`config.mk`:
```
export PLATFORM = sky130hd
export DESIGN_NAME = radix_converter
export DESIGN_NICKNAME = d
export VERILOG_FILES = /design/src/design/rc_pkg.sv /design/src/design/rc_queue.sv /design/src/design/rc_front.sv /design/src/design/rc_back.sv /design/src/design/radix_converter.sv
export SDC_FILE = /design/constraint.sdc
export NUM_CORES = 1
export LEC_CHECK = 0
export BUFFER_PORTS_ARGS = -buffer_cell sky130_fd_sc_hd__buf_2
export CORE_UTILIZATION = 40
export DETAILED_ROUTE_END_ITERATION = 16
export GPL_ROUTABILITY_DRIVEN = 1
export GPL_TIMING_DRIVEN = 0
export SLEW_MARGIN = 15
export SYNTH_ARGS = -nofsm -noshare
export SYNTH_HDL_FRONTEND = slang
export SYNTH_HIERARCHICAL = 1
export SYNTH_SLANG_ARGS = --single-unit
```
`constraint.sdc`:
```
create_clock -name clk_i -period 10.9 [get_ports clk_i]
set_clock_uncertainty 0.2 [all_clocks]
set_input_delay 0 -clock clk_i [delete_from_list [all_inputs] [get_ports clk_i]]
set_output_delay 0 -clock clk_i [all_outputs]
set_load 0.01 [all_outputs]
```
`src/design/rc_pkg.sv`:
```
package rc_pkg;

  localparam int unsigned ValueWidth = 32;
  localparam int unsigned MaxDigits  = 31;
  localparam int unsigned CodeWidth  = 8;
  localparam int unsigned CountWidth = $clog2(MaxDigits + 1);
  localparam int unsigned StepWidth  = $clog2(ValueWidth);
  localparam int unsigned QueueDepth = 2;
  localparam int unsigned QPtrWidth  = $clog2(QueueDepth);
  localparam int unsigned QCntWidth  = $clog2(QueueDepth + 1);

  localparam logic [CodeWidth-1:0] AsciiZero = CodeWidth'(48);
  localparam logic [CodeWidth-1:0] MinBase   = CodeWidth'(2);

  localparam logic RegFromBase = 1'b0;
  localparam logic RegToBase   = 1'b1;

  typedef logic [ValueWidth-1:0] value_t;

  typedef struct packed {
    logic   valid;
    value_t value;
  } push_t;

  typedef struct packed {
    logic   full;
    logic   empty;
    value_t head;
  } queue_status_t;

endpackage

```
`src/design/rc_queue.sv`:
```
module rc_queue (
  input  logic                   clk_i,
  input  logic                   rst_ni,
  input  rc_pkg::push_t          push_i,
  input  logic                   pop_i,
  output rc_pkg::queue_status_t  status_o
);

  rc_pkg::value_t                    mem_q [rc_pkg::QueueDepth];
  logic [rc_pkg::QPtrWidth-1:0]      wr_ptr_q, wr_ptr_d;
  logic [rc_pkg::QPtrWidth-1:0]      rd_ptr_q, rd_ptr_d;
  logic [rc_pkg::QCntWidth-1:0]      count_q, count_d;
  logic                              do_push;
  logic                              do_pop;

  assign status_o.full  = (count_q == rc_pkg::QCntWidth'(rc_pkg::QueueDepth));
  assign status_o.empty = (count_q == '0);
  assign status_o.head  = mem_q[rd_ptr_q];

  assign do_push = push_i.valid && !status_o.full;
  assign do_pop  = pop_i && !status_o.empty;

  always_comb begin
    wr_ptr_d = wr_ptr_q;
    rd_ptr_d = rd_ptr_q;
    count_d  = count_q;
    if (do_push) begin
      wr_ptr_d = (wr_ptr_q == rc_pkg::QPtrWidth'(rc_pkg::QueueDepth - 1)) ? '0
               : wr_ptr_q + 1'b1;
    end
    if (do_pop) begin
      rd_ptr_d = (rd_ptr_q == rc_pkg::QPtrWidth'(rc_pkg::QueueDepth - 1)) ? '0
               : rd_ptr_q + 1'b1;
    end
    if (do_push && !do_pop) begin
      count_d = count_q + 1'b1;
    end else if (do_pop && !do_push) begin
      count_d = count_q - 1'b1;
    end
  end

  always_ff @(posedge clk_i or negedge rst_ni) begin
    if (!rst_ni) begin
      wr_ptr_q <= '0;
      rd_ptr_q <= '0;
      count_q  <= '0;
    end else begin
      wr_ptr_q <= wr_ptr_d;
      rd_ptr_q <= rd_ptr_d;
      count_q  <= count_d;
    end
  end

  always_ff @(posedge clk_i) begin
    if (do_push) begin
      mem_q[wr_ptr_q] <= push_i.value;
    end
  end

endmodule

```
`src/design/rc_front.sv`:
```
module rc_front (
  input  logic                          clk_i,
  input  logic                          rst_ni,
  input  logic                          accept_i,
  input  logic [rc_pkg::CodeWidth-1:0]  char_code_i,
  input  logic                          last_digit_i,
  input  logic [rc_pkg::CodeWidth-1:0]  from_base_i,
  output rc_pkg::push_t                 push_o
);

  rc_pkg::value_t                                   acc_q, acc_d;
  rc_pkg::value_t                                   product;
  rc_pkg::value_t                                   digit;
  rc_pkg::value_t                                   sum;

  assign product = acc_q * rc_pkg::value_t'(from_base_i);
  assign digit   = rc_pkg::ValueWidth'(char_code_i)
                 - rc_pkg::ValueWidth'(rc_pkg::AsciiZero);
  assign sum     = product + digit;

  assign push_o.valid = accept_i && last_digit_i;
  assign push_o.value = sum;

  always_comb begin
    acc_d = acc_q;
    if (accept_i) begin
      acc_d = last_digit_i ? '0 : sum;
    end
  end

  always_ff @(posedge clk_i or negedge rst_ni) begin
    if (!rst_ni) begin
      acc_q <= '0;
    end else begin
      acc_q <= acc_d;
    end
  end

endmodule

```
`src/design/rc_back.sv`:
```
module rc_back (
  input  logic                          clk_i,
  input  logic                          rst_ni,
  input  rc_pkg::queue_status_t         queue_i,
  output logic                          pop_o,
  input  logic [rc_pkg::CodeWidth-1:0]  to_base_i,
  output logic                          digit_strobe_o,
  output logic [rc_pkg::CodeWidth-1:0]  digit_code_o,
  output logic                          is_last_o,
  output logic                          is_empty_o
);

  localparam logic [1:0] StIdle = 2'd0;
  localparam logic [1:0] StDiv  = 2'd1;
  localparam logic [1:0] StEmit = 2'd2;

  logic [1:0]                          state_q, state_d;
  rc_pkg::value_t                      quot_q, quot_d;
  logic [rc_pkg::CodeWidth-1:0]        rem_q, rem_d;
  logic [rc_pkg::StepWidth-1:0]        step_q, step_d;
  logic [rc_pkg::CountWidth-1:0]       count_q, count_d;
  logic [rc_pkg::CodeWidth-1:0]        store_q [rc_pkg::MaxDigits];
  logic                                store_we;
  logic                                strobe_q, strobe_d;
  logic [rc_pkg::CodeWidth-1:0]        code_q, code_d;
  logic                                last_q, last_d;
  logic                                empty_q, empty_d;
  logic [rc_pkg::CodeWidth-1:0]        base;
  logic [rc_pkg::CodeWidth:0]          trial;
  logic                                fits;
  logic [rc_pkg::CodeWidth-1:0]        rem_step;
  rc_pkg::value_t                      quot_step;
  logic [rc_pkg::CountWidth-1:0]       count_dec;

  assign base      = (to_base_i < rc_pkg::MinBase) ? rc_pkg::MinBase : to_base_i;
  assign trial     = {rem_q, quot_q[rc_pkg::ValueWidth-1]};
  assign fits      = (trial >= {1'b0, base});
  assign rem_step  = fits ? rc_pkg::CodeWidth'(trial - {1'b0, base})
                          : trial[rc_pkg::CodeWidth-1:0];
  assign quot_step = {quot_q[rc_pkg::ValueWidth-2:0], fits};
  assign count_dec = count_q - 1'b1;

  always_comb begin
    state_d  = state_q;
    quot_d   = quot_q;
    rem_d    = rem_q;
    step_d   = step_q;
    count_d  = count_q;
    store_we = 1'b0;
    pop_o    = 1'b0;
    strobe_d = 1'b0;
    code_d   = code_q;
    last_d   = last_q;
    empty_d  = empty_q;
    case (state_q)
      StIdle: begin
        if (!queue_i.empty) begin
          pop_o = 1'b1;
          if (queue_i.head == '0 || queue_i.head[rc_pkg::ValueWidth-1]) begin
            strobe_d = 1'b1;
            code_d   = '0;
            last_d   = 1'b1;
            empty_d  = 1'b1;
          end else begin
            quot_d  = queue_i.head;
            rem_d   = '0;
            step_d  = '0;
            count_d = '0;
            state_d = StDiv;
          end
        end
      end
      StDiv: begin
        quot_d = quot_step;
        rem_d  = rem_step;
        step_d = step_q + 1'b1;
        if (step_q == rc_pkg::StepWidth'(rc_pkg::ValueWidth - 1)) begin
          store_we = 1'b1;
          count_d  = count_q + 1'b1;
          rem_d    = '0;
          step_d   = '0;
          if (quot_step == '0
              || count_q == rc_pkg::CountWidth'(rc_pkg::MaxDigits - 1)) begin
            state_d = StEmit;
          end
        end
      end
      StEmit: begin
        strobe_d = 1'b1;
        code_d   = store_q[count_dec] + rc_pkg::AsciiZero;
        last_d   = (count_q == rc_pkg::CountWidth'(1));
        empty_d  = 1'b0;
        count_d  = count_dec;
        if (count_q == rc_pkg::CountWidth'(1)) begin
          state_d = StIdle;
        end
      end
      default: begin
        state_d = StIdle;
      end
    endcase
  end

  always_ff @(posedge clk_i or negedge rst_ni) begin
    if (!rst_ni) begin
      state_q  <= StIdle;
      step_q   <= '0;
      count_q  <= '0;
      strobe_q <= 1'b0;
    end else begin
      state_q  <= state_d;
      step_q   <= step_d;
      count_q  <= count_d;
      strobe_q <= strobe_d;
    end
  end

  always_ff @(posedge clk_i) begin
    quot_q  <= quot_d;
    rem_q   <= rem_d;
    code_q  <= code_d;
    last_q  <= last_d;
    empty_q <= empty_d;
    if (store_we) begin
      store_q[count_q] <= rem_step;
    end
  end

  assign digit_strobe_o = strobe_q;
  assign digit_code_o   = code_q;
  assign is_last_o      = last_q;
  assign is_empty_o     = empty_q;

endmodule

```
`src/design/radix_converter.sv`:
```
// Radix converter: takes a number one character code per word, most
// significant digit first, and gives it back as character codes in another
// radix, most significant digit first.
// Input: a word is taken at a rising edge with start high and busy low.
// Each digit word is folded into the accumulator as it is taken, so digits
// may arrive back to back. The word with last_digit_i high closes the
// number and hands its value to a two-entry queue.
// Conversion: the back end pops a value and divides it by to_base with a
// restoring divider, one quotient bit per cycle; to_base below 2 acts as 2.
// When all output digits of a number are computed, its result words follow,
// one result word per cycle.
// A value of zero or less gives a single word with is_empty_o high.
// busy rises only while the queue holds two numbers not yet converted.
// Output: each result word stands for one cycle, marked by digit_strobe_o;
// the receiver cannot stall it. Configuration: cfg_we_i writes cfg_data_i
// to register cfg_idx_i (0 from_base, 1 to_base); the user must do so only
// while the block is idle; the block does not enforce it. Both reset to 10.
// Reset clears the accumulator, the queue and the converter state.
module radix_converter (
  input  logic                          clk_i,
  input  logic                          rst_ni,
  input  logic                          cfg_we_i,
  input  logic                          cfg_idx_i,
  input  logic [rc_pkg::CodeWidth-1:0]  cfg_data_i,
  input  logic                          start,
  output logic                          busy,
  input  logic [rc_pkg::CodeWidth-1:0]  char_code_i,
  input  logic                          last_digit_i,
  output logic                          digit_strobe_o,
  output logic [rc_pkg::CodeWidth-1:0]  digit_code_o,
  output logic                          is_last_o,
  output logic                          is_empty_o
);

  logic [rc_pkg::CodeWidth-1:0]  from_base_q;
  logic [rc_pkg::CodeWidth-1:0]  to_base_q;
  logic                          accept;
  logic                          pop;
  rc_pkg::push_t                 push;
  rc_pkg::queue_status_t         queue_status;

  always_ff @(posedge clk_i or negedge rst_ni) begin
    if (!rst_ni) begin
      from_base_q <= rc_pkg::CodeWidth'(10);
      to_base_q   <= rc_pkg::CodeWidth'(10);
    end else if (cfg_we_i) begin
      if (cfg_idx_i == rc_pkg::RegFromBase) begin
        from_base_q <= cfg_data_i;
      end else begin
        to_base_q <= cfg_data_i;
      end
    end
  end

  assign busy   = queue_status.full;
  assign accept = start && !busy;

  rc_front u_front (
    .clk_i        (clk_i),
    .rst_ni       (rst_ni),
    .accept_i     (accept),
    .char_code_i  (char_code_i),
    .last_digit_i (last_digit_i),
    .from_base_i  (from_base_q),
    .push_o       (push)
  );

  rc_queue u_queue (
    .clk_i    (clk_i),
    .rst_ni   (rst_ni),
    .push_i   (push),
    .pop_i    (pop),
    .status_o (queue_status)
  );

  rc_back u_back (
    .clk_i          (clk_i),
    .rst_ni         (rst_ni),
    .queue_i        (queue_status),
    .pop_o          (pop),
    .to_base_i      (to_base_q),
    .digit_strobe_o (digit_strobe_o),
    .digit_code_o   (digit_code_o),
    .is_last_o      (is_last_o),
    .is_empty_o     (is_empty_o)
  );

endmodule

```
==> key figures, run 1 <==
Place
  – PortBufs: 33
  – Pre-CTS setup slack: 4283 ps
  – Routability Congestion: 0.8620
  – Hpwl dp: 42670 um

Logic synthesis
  – Cells after synthesis: 1873
  – Compound-Gate Fraction of Synth Area: 0.05293
  – Count of different cell masters after synthesis: 85
  – Synth warn: 6
  – Mux share of post-synthesis cell area: 0.1050
  – Yosys reg bits: 427
  – Synth Area in XOR/XNOR: 0.02071
  – Synth Area in Simple Gates: 0.09648
  – Post-synth EDFFs: 362
  – Async SR Flop Fraction: 0.1522
  – Synth Cell Area: 25320 sq um
  – Post-Syn Nets: 2145
  – Largest family of logic cells by synthesized area: adder cells
  – Register area share after synthesis: 0.4938
  – Mean Syn Cell Area: 13.52 sq um
  – Synth Area in Adders: 0.1790
  – Most used flip-flop cell after synthesis: edfxtp_1

STA
  – Max-slew headroom: 0.2696
  – RSZ-0062 raised after global routing: no
  – Tcrit/Tclk final: 0.6115
  – Hold Vio Cnt, Final: 0
  – Setup_tns: 0 ps
  – Worst-Margin Slew: 1093 ps
  – Worst hold slack: 79.08 ps
  – Final Setup Violations: 0
  – Tmin final: 6666 ps
  – Pins Over Slew Limit: 0
  – Worst setup margin: 4234 ps
  – Max Clk Rate: 150.0 MHz

Setup path
  – CP Launch Type: flop
  – Critical path endpoint category: flop
  – Worst path required time: 11160 ps
  – WS Path Type: reg2reg
  – WP data arrival: 6930 ps
  – CP Launch Point: from_base_q[3]
  – Reg2reg start: from_base_q[3]
  – CP delay by family, top: adder cells
  – Crit path top cell by count: fa_1
  – Critical path's largest stage delay: 610 ps
  – WP buf/inv: 4
  – Slowest cell on crit path: clkbuf_1
  – CP Cell Sequence: clkbuf_1 -> clkbuf_1 -> and2_1 -> fa_1 -> fa_1 -> fa_1 -> inv_1 -> fa_1 -> inv_1 -> ha_1 -> and3_4 -> nand3_2 -> or4b_1 -> o22ai_2 -> o41ai_2 -> o21ai_1 -> xor2_1 -> a22o_1
  – Critical-path maximum fanout: 11

Clock tree
  – Inserted Clock Buffers: 43
  – Hold buffers post-CTS: 18
  – CTS HTree Levels: 2
  – Root buf cell: clkbuf_16
  – # resized after CTS: 0
  – Clk sinks: 427
  – Latest clock arrival within the worst-skew pair: 530 ps
  – Clk slew on worst S/H paths: 60 ps
  – Post-CTS setup buffer count: 0
  – Worst-case clock buffer depth: 3
  – CTS tree: yes

Flow run
  – Max cap viols: 0

Floorplanning
  – Die width: 253.6 um
  – Core Area: 62170 sq um
  – Num ports: 34
  – Die Footprint: 64300 sq um
  – DIE HEIGHT: 253.6 um
  – Floorplan row count: 91
  – Starting density of the core: 0.4072

Routing
  – Drt wl/cell: 20.04 um
  – DR DRC count: 0
  – Drt pass-1 iters: 5
  – Via density: 5.174
  – Vias: 14750
  – Routed Wire Length: 57140 um
  – Initial drt markers: 975
  – Final antenna-violating net count: 0

GRT
  – Global route total overflow: 0
  – First-pass GRT wire length: 90320 um
  – Number of global-route vias before repair: 15750
  – Initial antenna violation count: 1
  – Largest net degree at the start of global routing: 49
  – Tot GR Track Use: 0.1829

Min path
  – Hold_sp: char_code_i[1]
  – Hold Crit Class: in2reg

Layout
  – Most frequent cells in the layout: 362 x edfxtp_1, 245 x inv_1, 187 x fa_1, 150 x and2_1, 135 x nand2_1
  – Nets: 2251
  – Commonest non-fill, non-tap cell in the layout: edfxtp_1
  – Layout area overhead: 12.02%
  – Ratio of cells with drive above 1 in the final layout: 0.1565

Status
  – Status: finished clean
[stage by stage]
| stage | std cells | cell area [sq um] | utilization |
|---|---|---|---|
| final | 2851 | 28360 | 0.4562 |
| after global routing | 2850 | 28360 | 0.4561 |
| after CTS | 2850 | 28360 | 0.4561 |
| after detailed placement | 2753 | 26790 | 0.4310 |
| after global placement | 2743 | 26530 | 0.4267 |
| after floorplan | 1873 | 25320 | - |
[cell type report]
class,count,area (sq um)
Clock inverter,18,157.7
Buffer,72,392.9
Antenna cell,1,2.502
Fill cell,5597,33810
Multi-Input combinational cell,1128,11570
Clock buffer,61,1225
Timing Repair Buffer,61,538.0
Sequential cell,427,12500
Tap cell,837,1047
Inverter,246,923.4
[sequential cells by signal, indices dropped and copies added (netlist names)]
signal                 cells
u_back/store_q           248
u_queue/mem_q             64
u_back/quot_q             32
u_front/acc_q             32
from_base_q                8
to_base_q                  8
u_back/digit_code_o        8
u_back/rem_q               8
u_back/count_q             5
u_back/step_q              5
u_back/state_q             2
u_queue/count_q            2
u_back/digit_strobe_o      1
u_back/is_empty_o          1
u_back/is_last_o           1
u_queue/rd_ptr_q           1
u_queue/wr_ptr_q           1
[metal layers]
metal  GRT usage  routed length, um  up-vias  part of all wire
met5           0                  0        -                 0
met4     0.04502               1178        0             0.021
met3     0.01792               2046       73             0.036
met2      0.3191              28610      304              0.50
met1      0.2444              25300     7664              0.44
li1            -                  -     6710                 -
[worst min-delay path: cells and delay by family]
kind,cells,cell delay [ps]
adders and majority gates,2,480
buffers and inverters,3,210
[cells by family (layout without fill, tap and decap cells)]
| logic type | count (synthesis) | in the layout |
|---|---|---|
| and+or+nand+nor | 474 | 474 |
| DFF | 427 | 427 |
| buffers and inverters | 318 | 458 |
| adders and majority gates | 250 | 250 |
| AOI/OAI and AO/OA | 185 | 185 |
| muxes | 160 | 160 |
| xor gates and xnor gates | 59 | 59 |
| other | 0 | 1 |
[final timing paths]
check	endpoint	slack (ps)	cells past startpoint
max in group asynchronous	u_queue/wr_ptr_q	8860	4
min	u_queue/mem_q[1][1]	80	5
max	u_front/acc_q[30]	4230	18
max reg2reg	u_front/acc_q[30]	4230	18
min reg2reg	to_base_q[0]	300	1
min in group asynchronous	to_base_q[7]	350	4
[Yosys cell counts, drive strengths merged, types with 39 or more instances]
cell type | n | area (sq um)
edfxtp | 362 | 10870
inv | 246 | 923.4
fa | 187 | 3744
and2 | 150 | 938.4
nand2 | 136 | 513.0
mux2 | 85 | 1096
nor2 | 78 | 292.8
mux4 | 64 | 1453
ha | 63 | 788.3
dfrtp | 61 | 1526
clkbuf | 46 | 173.9
a21oi | 39 | 202.7
Power of run 1 is not shown: default switching activity piles up to over one toggle a cycle in this logic, so the estimate is an artifact.
==> run 2: changes to the inputs <==
--- a/config.mk
+++ b/config.mk
@@ -5,6 +5,7 @@
 export SDC_FILE = /design/constraint.sdc
 export NUM_CORES = 1
 export LEC_CHECK = 0
+export ABC_AREA = 1
 export BUFFER_PORTS_ARGS = -buffer_cell sky130_fd_sc_hd__buf_2
 export CORE_UTILIZATION = 40
 export DETAILED_ROUTE_END_ITERATION = 16
==> constraint.sdc (replaced) <==
create_clock -name clk_i -period 5.46 [get_ports clk_i]
set_clock_uncertainty 0.2 [all_clocks]
set_input_delay 0 -clock clk_i [delete_from_list [all_inputs] [get_ports clk_i]]
set_output_delay 0 -clock clk_i [all_outputs]
set_load 0.01 [all_outputs]
==> run 2 against run 1 <==
  * Cell count rose by 36%
  * Highest routed layer is now met5
  * Via count increased by 32%
  * Maximum frequency rose by 26%
  * Count of clock-buffer cells in the layout shrank 9
  * Synthesized cell count grew 54%
  * Largest cell class unchanged
==> key figures, run 2 <==
Status
  – Status: finished clean (unchanged)

Floorplanning
  – Starting density of the core: 0.4055 (was 0.4072)
  – Die width: 260.4 um (was 253.6 um)
  – Die Footprint: 67810 sq um (was 64300 sq um)
  – DIE HEIGHT: 260.4 um (was 253.6 um)
  – Core Area: 65860 sq um (was 62170 sq um)
  – Num ports: 34 (unchanged)
  – Floorplan row count: 94 (was 91)

Logic synthesis
  – Post-Syn Nets: 3149 (was 2145)
  – Largest cells by area after synthesis: edfxtp_1 41%, fa_1 14%, nand2_1 11%, inv_1 7.3%, dfrtp_1 5.7% (was edfxtp_1 43%, fa_1 15%, dfrtp_1 6.0%, mux4_2 5.4%, and2_1 3.7%)
  – Yosys reg bits: 427 (unchanged)
  – Synth top cells by count: 789 x nand2_1, 522 x inv_1, 362 x edfxtp_1 (was 362 x edfxtp_1, 246 x inv_1, 187 x fa_1)
  – Synth Cell Area: 26710 sq um (was 25320 sq um)
  – Cells after synthesis: 2877 (was 1873)
  – Register area share after synthesis: 0.4681 (was 0.4938)
  – Synth area leader: edfxtp_1 (unchanged)
  – Async SR Flop Fraction: 0.1522 (unchanged)
  – Most used flip-flop cell after synthesis: edfxtp_1 (unchanged)
  – Top-count cell post-synth: nand2_1 (was edfxtp_1)
  – Count of different cell masters after synthesis: 51 (was 85)
  – Post-synth EDFFs: 362 (unchanged)
  – Share of the synthesized area in the top cell type: 0.4070 (was 0.4294)
  – Mean Syn Cell Area: 9.284 sq um (was 13.52 sq um)
  – Synth warn: 6 (unchanged)

Layout
  – Nets: 3255 (was 2251)
  – Final Core Density: 0.4545 (was 0.4562)
  – Largest registers: u_back/store_q (248), u_queue/mem_q (64) (unchanged)
  – Commonest non-fill, non-tap cell in the layout: nand2_1 (was edfxtp_1)
  – Non-filler instance count after layout: 3883 (was 2851)
  – Fill cells: 6367 (was 5597)
  – Largest register by flop count: u_back/store_q (unchanged)
  – Most frequent cells in the layout: 788 x nand2_1, 521 x inv_1, 362 x edfxtp_1, 187 x fa_1, 182 x nor2_1 (was 362 x edfxtp_1, 245 x inv_1, 187 x fa_1, 150 x and2_1, 135 x nand2_1)
  – Ratio of cells with drive above 1 in the final layout: 0.08184 (was 0.1565)
  – Layout area overhead: 12.09% (was 12.02%)
  – Max reg flops: 248 (unchanged)

Setup path
  – Reg2reg start: from_base_q[3] (unchanged)
  – WS Path Type: reg2reg (unchanged)
  – Critical path endpoint category: flop (unchanged)
  – CP Launch Point: from_base_q[3] (unchanged)
  – Worst path required time: 5590 ps (was 11160 ps)
  – R2R cell count: 18 (unchanged)
  – CP Launch Type: flop (unchanged)
  – Critical-path maximum fanout: 12 (was 11)
  – WP data arrival: 5400 ps (was 6930 ps)

Min path
  – Hold Crit Class: in2reg (unchanged)
  – Hold Path Stages: 5 (unchanged)
  – Hold_sp: char_code_i[1] (unchanged)

STA
  – Tmin final: 5273 ps (was 6666 ps)
  – Final Setup Violations: 0 (unchanged)
  – RSZ-0062 raised after global routing: yes (was no)
  – Max Clk Rate: 189.6 MHz (was 150.0 MHz)
  – Pins Over Slew Limit: 0 (unchanged)
  – Hold Vio Cnt, Final: 0 (unchanged)
  – Tcrit/Tclk final: 0.9658 (was 0.6115)
  – Max-slew headroom: 0.2367 (was 0.2696)
  – Setup_tns: 0 ps (unchanged)
  – Worst-Margin Slew: 1141 ps (was 1093 ps)

Pwr
  – Int Pwr: 10.85 mW
  – Sw frac: 0.4666
  – Max VDD drop: 0.0003497 V
  – Pwr/cell area: 679.2 nW/um^2
  – Psw: 9.488 mW
  – Logic pwr share: 0.568
  – Total power: 20.33 mW
  – Leakage Power: 14.01 nW
  – Clk network pwr share: 0.150
  – Sequential power share: 0.282

GRT
  – Number of global-route vias before repair: 20120 (was 15750)
  – First-pass GRT wire length: 111000 um (was 90320 um)
  – Largest net degree at the start of global routing: 36 (was 49)
  – Initial antenna violation count: 2 (was 1)
  – Global route total overflow: 0 (unchanged)
  – Tot GR Track Use: 0.2133 (was 0.1829)

Routing
  – DR DRC count: 0 (unchanged)
  – Drt wl/cell: 18.12 um (was 20.04 um)
  – Initial drt markers: 1274 (was 975)
  – Final antenna-violating net count: 0 (unchanged)
  – Drt pass-1 iters: 5 (unchanged)
  – Vias: 19520 (was 14750)
  – Routed Wire Length: 70370 um (was 57140 um)
  – Via density: 5.026 (was 5.174)

Clock tree
  – Post-CTS setup buffer count: 0 (unchanged)
  – Inserted Clock Buffers: 45 (was 43)
  – Root buf cell: clkbuf_16 (unchanged)
  – Worst-case clock buffer depth: 3 (unchanged)
  – Latest clock arrival within the worst-skew pair: 590 ps (was 530 ps)
  – Clk slew on worst S/H paths: 60 ps (about the same)
  – CTS HTree Levels: 2 (unchanged)
  – CTS tree: yes (unchanged)
  – Clk sinks: 427 (unchanged)

Flow run
  – Max cap viols: 0 (unchanged)

Place
  – Placed Cells: 3780 (was 2753)
  – Hpwl dp: 53640 um (was 42670 um)
  – PortBufs: 31 (was 33)
  – Routability Congestion: 0.9383 (was 0.8620)
==> run 2: cell types whose count changed in the layout (fill, tap and decap cells not counted), sizes merged, moves of 31 or more <==
cell	previous run	this run
and2	150	14
buf	69	109
nand2	136	802
mux4	64	0
inv	248	534
xnor2	38	7
nand3	21	177
mux2	85	0
nor2	78	187
o21ai	34	134
==> run 2: metrics by stage <==
step / setup WS [ps] / cell area (sq um) / hold WS [ps]
2_1_floorplan: 422.2 / 26710 / -495.6
3_3_place_gp: -778.8 / 27950 / 53.64
3_5_place_dp: -867.3 / 28170 / -207.4
4_1_cts: 13.77 / 29890 / 14.19
5_1_grt: -16.90 / 29940 / 67.51
6_report: 186.8 / 29940 / 45.78
==> run 2: cells by family after synthesis <==
kind of cell / synth area share
compound gates: 0.06151
xor+xnor: 0.01110
fa+ha+maj: 0.1697
buf+inv: 0.09917
flops: 0.4681
simple gates: 0.1905
==> run 2: power groups by stage <==
stage               Sequential (mW)  Combinational (mW)  Clock, mW
floorplan                      5.76                7.77          0
detailed placement             5.79                11.4          0
global route                   5.79                12.9       3.23
CTS                            5.73                11.5       3.12
global placement               5.86                10.9          0
finish                         5.73                11.6       3.05
==> run 2: per-layer routing <==
| layer | global-route usage | share of wire |
|---|---|---|
| met1 | 0.2567 | 0.40 |
| met2 | 0.3839 | 0.51 |
| met3 | 0.02758 | 0.051 |
| met4 | 0.08674 | 0.037 |
| met5 | 0 | 0.00018 |
==> run 2: critical path, cell delays in order (launching register included) <==
cell and delay, ps:
dfstp_4 770, buf_4 270, nand2_1 70, inv_1 90, fa_1 440, fa_1 540, fa_1 500, inv_1 50
fa_1 470, inv_1 40, ha_1 380, nand2_1 170, nor2_1 240, nand3_1 130, nand3_2 140, nand3_1 80
nand2_1 130, nand3_1 110, and2_1 180
==> run 2: path summary, 6_finish.rpt <==
check	slack [ps]	to
max	190	u_queue/mem_q[0][31]
min	50	u_queue/mem_q[0][1]
max reg2reg	190	u_queue/mem_q[0][31]
min reg2reg	270	from_base_q[0]
max in group asynchronous	4500	to_base_q[1]
min in group asynchronous	290	u_front/acc_q[12]
==> run 2: timing repair <==
action,in CTS,in global routing
endpoints found under the hold margin,110,0
gates resized for setup,13,38
setup endpoints to repair,72,56
hold buffers,22,0
==> run 2: area by class of cell <==
type / instances / area (sq um) / share of cell area
timing repair buffer: 61 / 528.0 / 0.01764
clock buffer: 52 / 1162 / 0.03883
sequential: 427 / 12510 / 0.4177
multi-input combinational: 1786 / 11660 / 0.3894
antenna: 1 / 2.502 / 0.00008359
tap: 864 / 1081 / 0.03611
inverter: 531 / 1998 / 0.06674
clock inverter: 30 / 307.8 / 0.01028
buffer: 131 / 693.2 / 0.02315
Note: power is estimated with default switching activity, not from simulation.
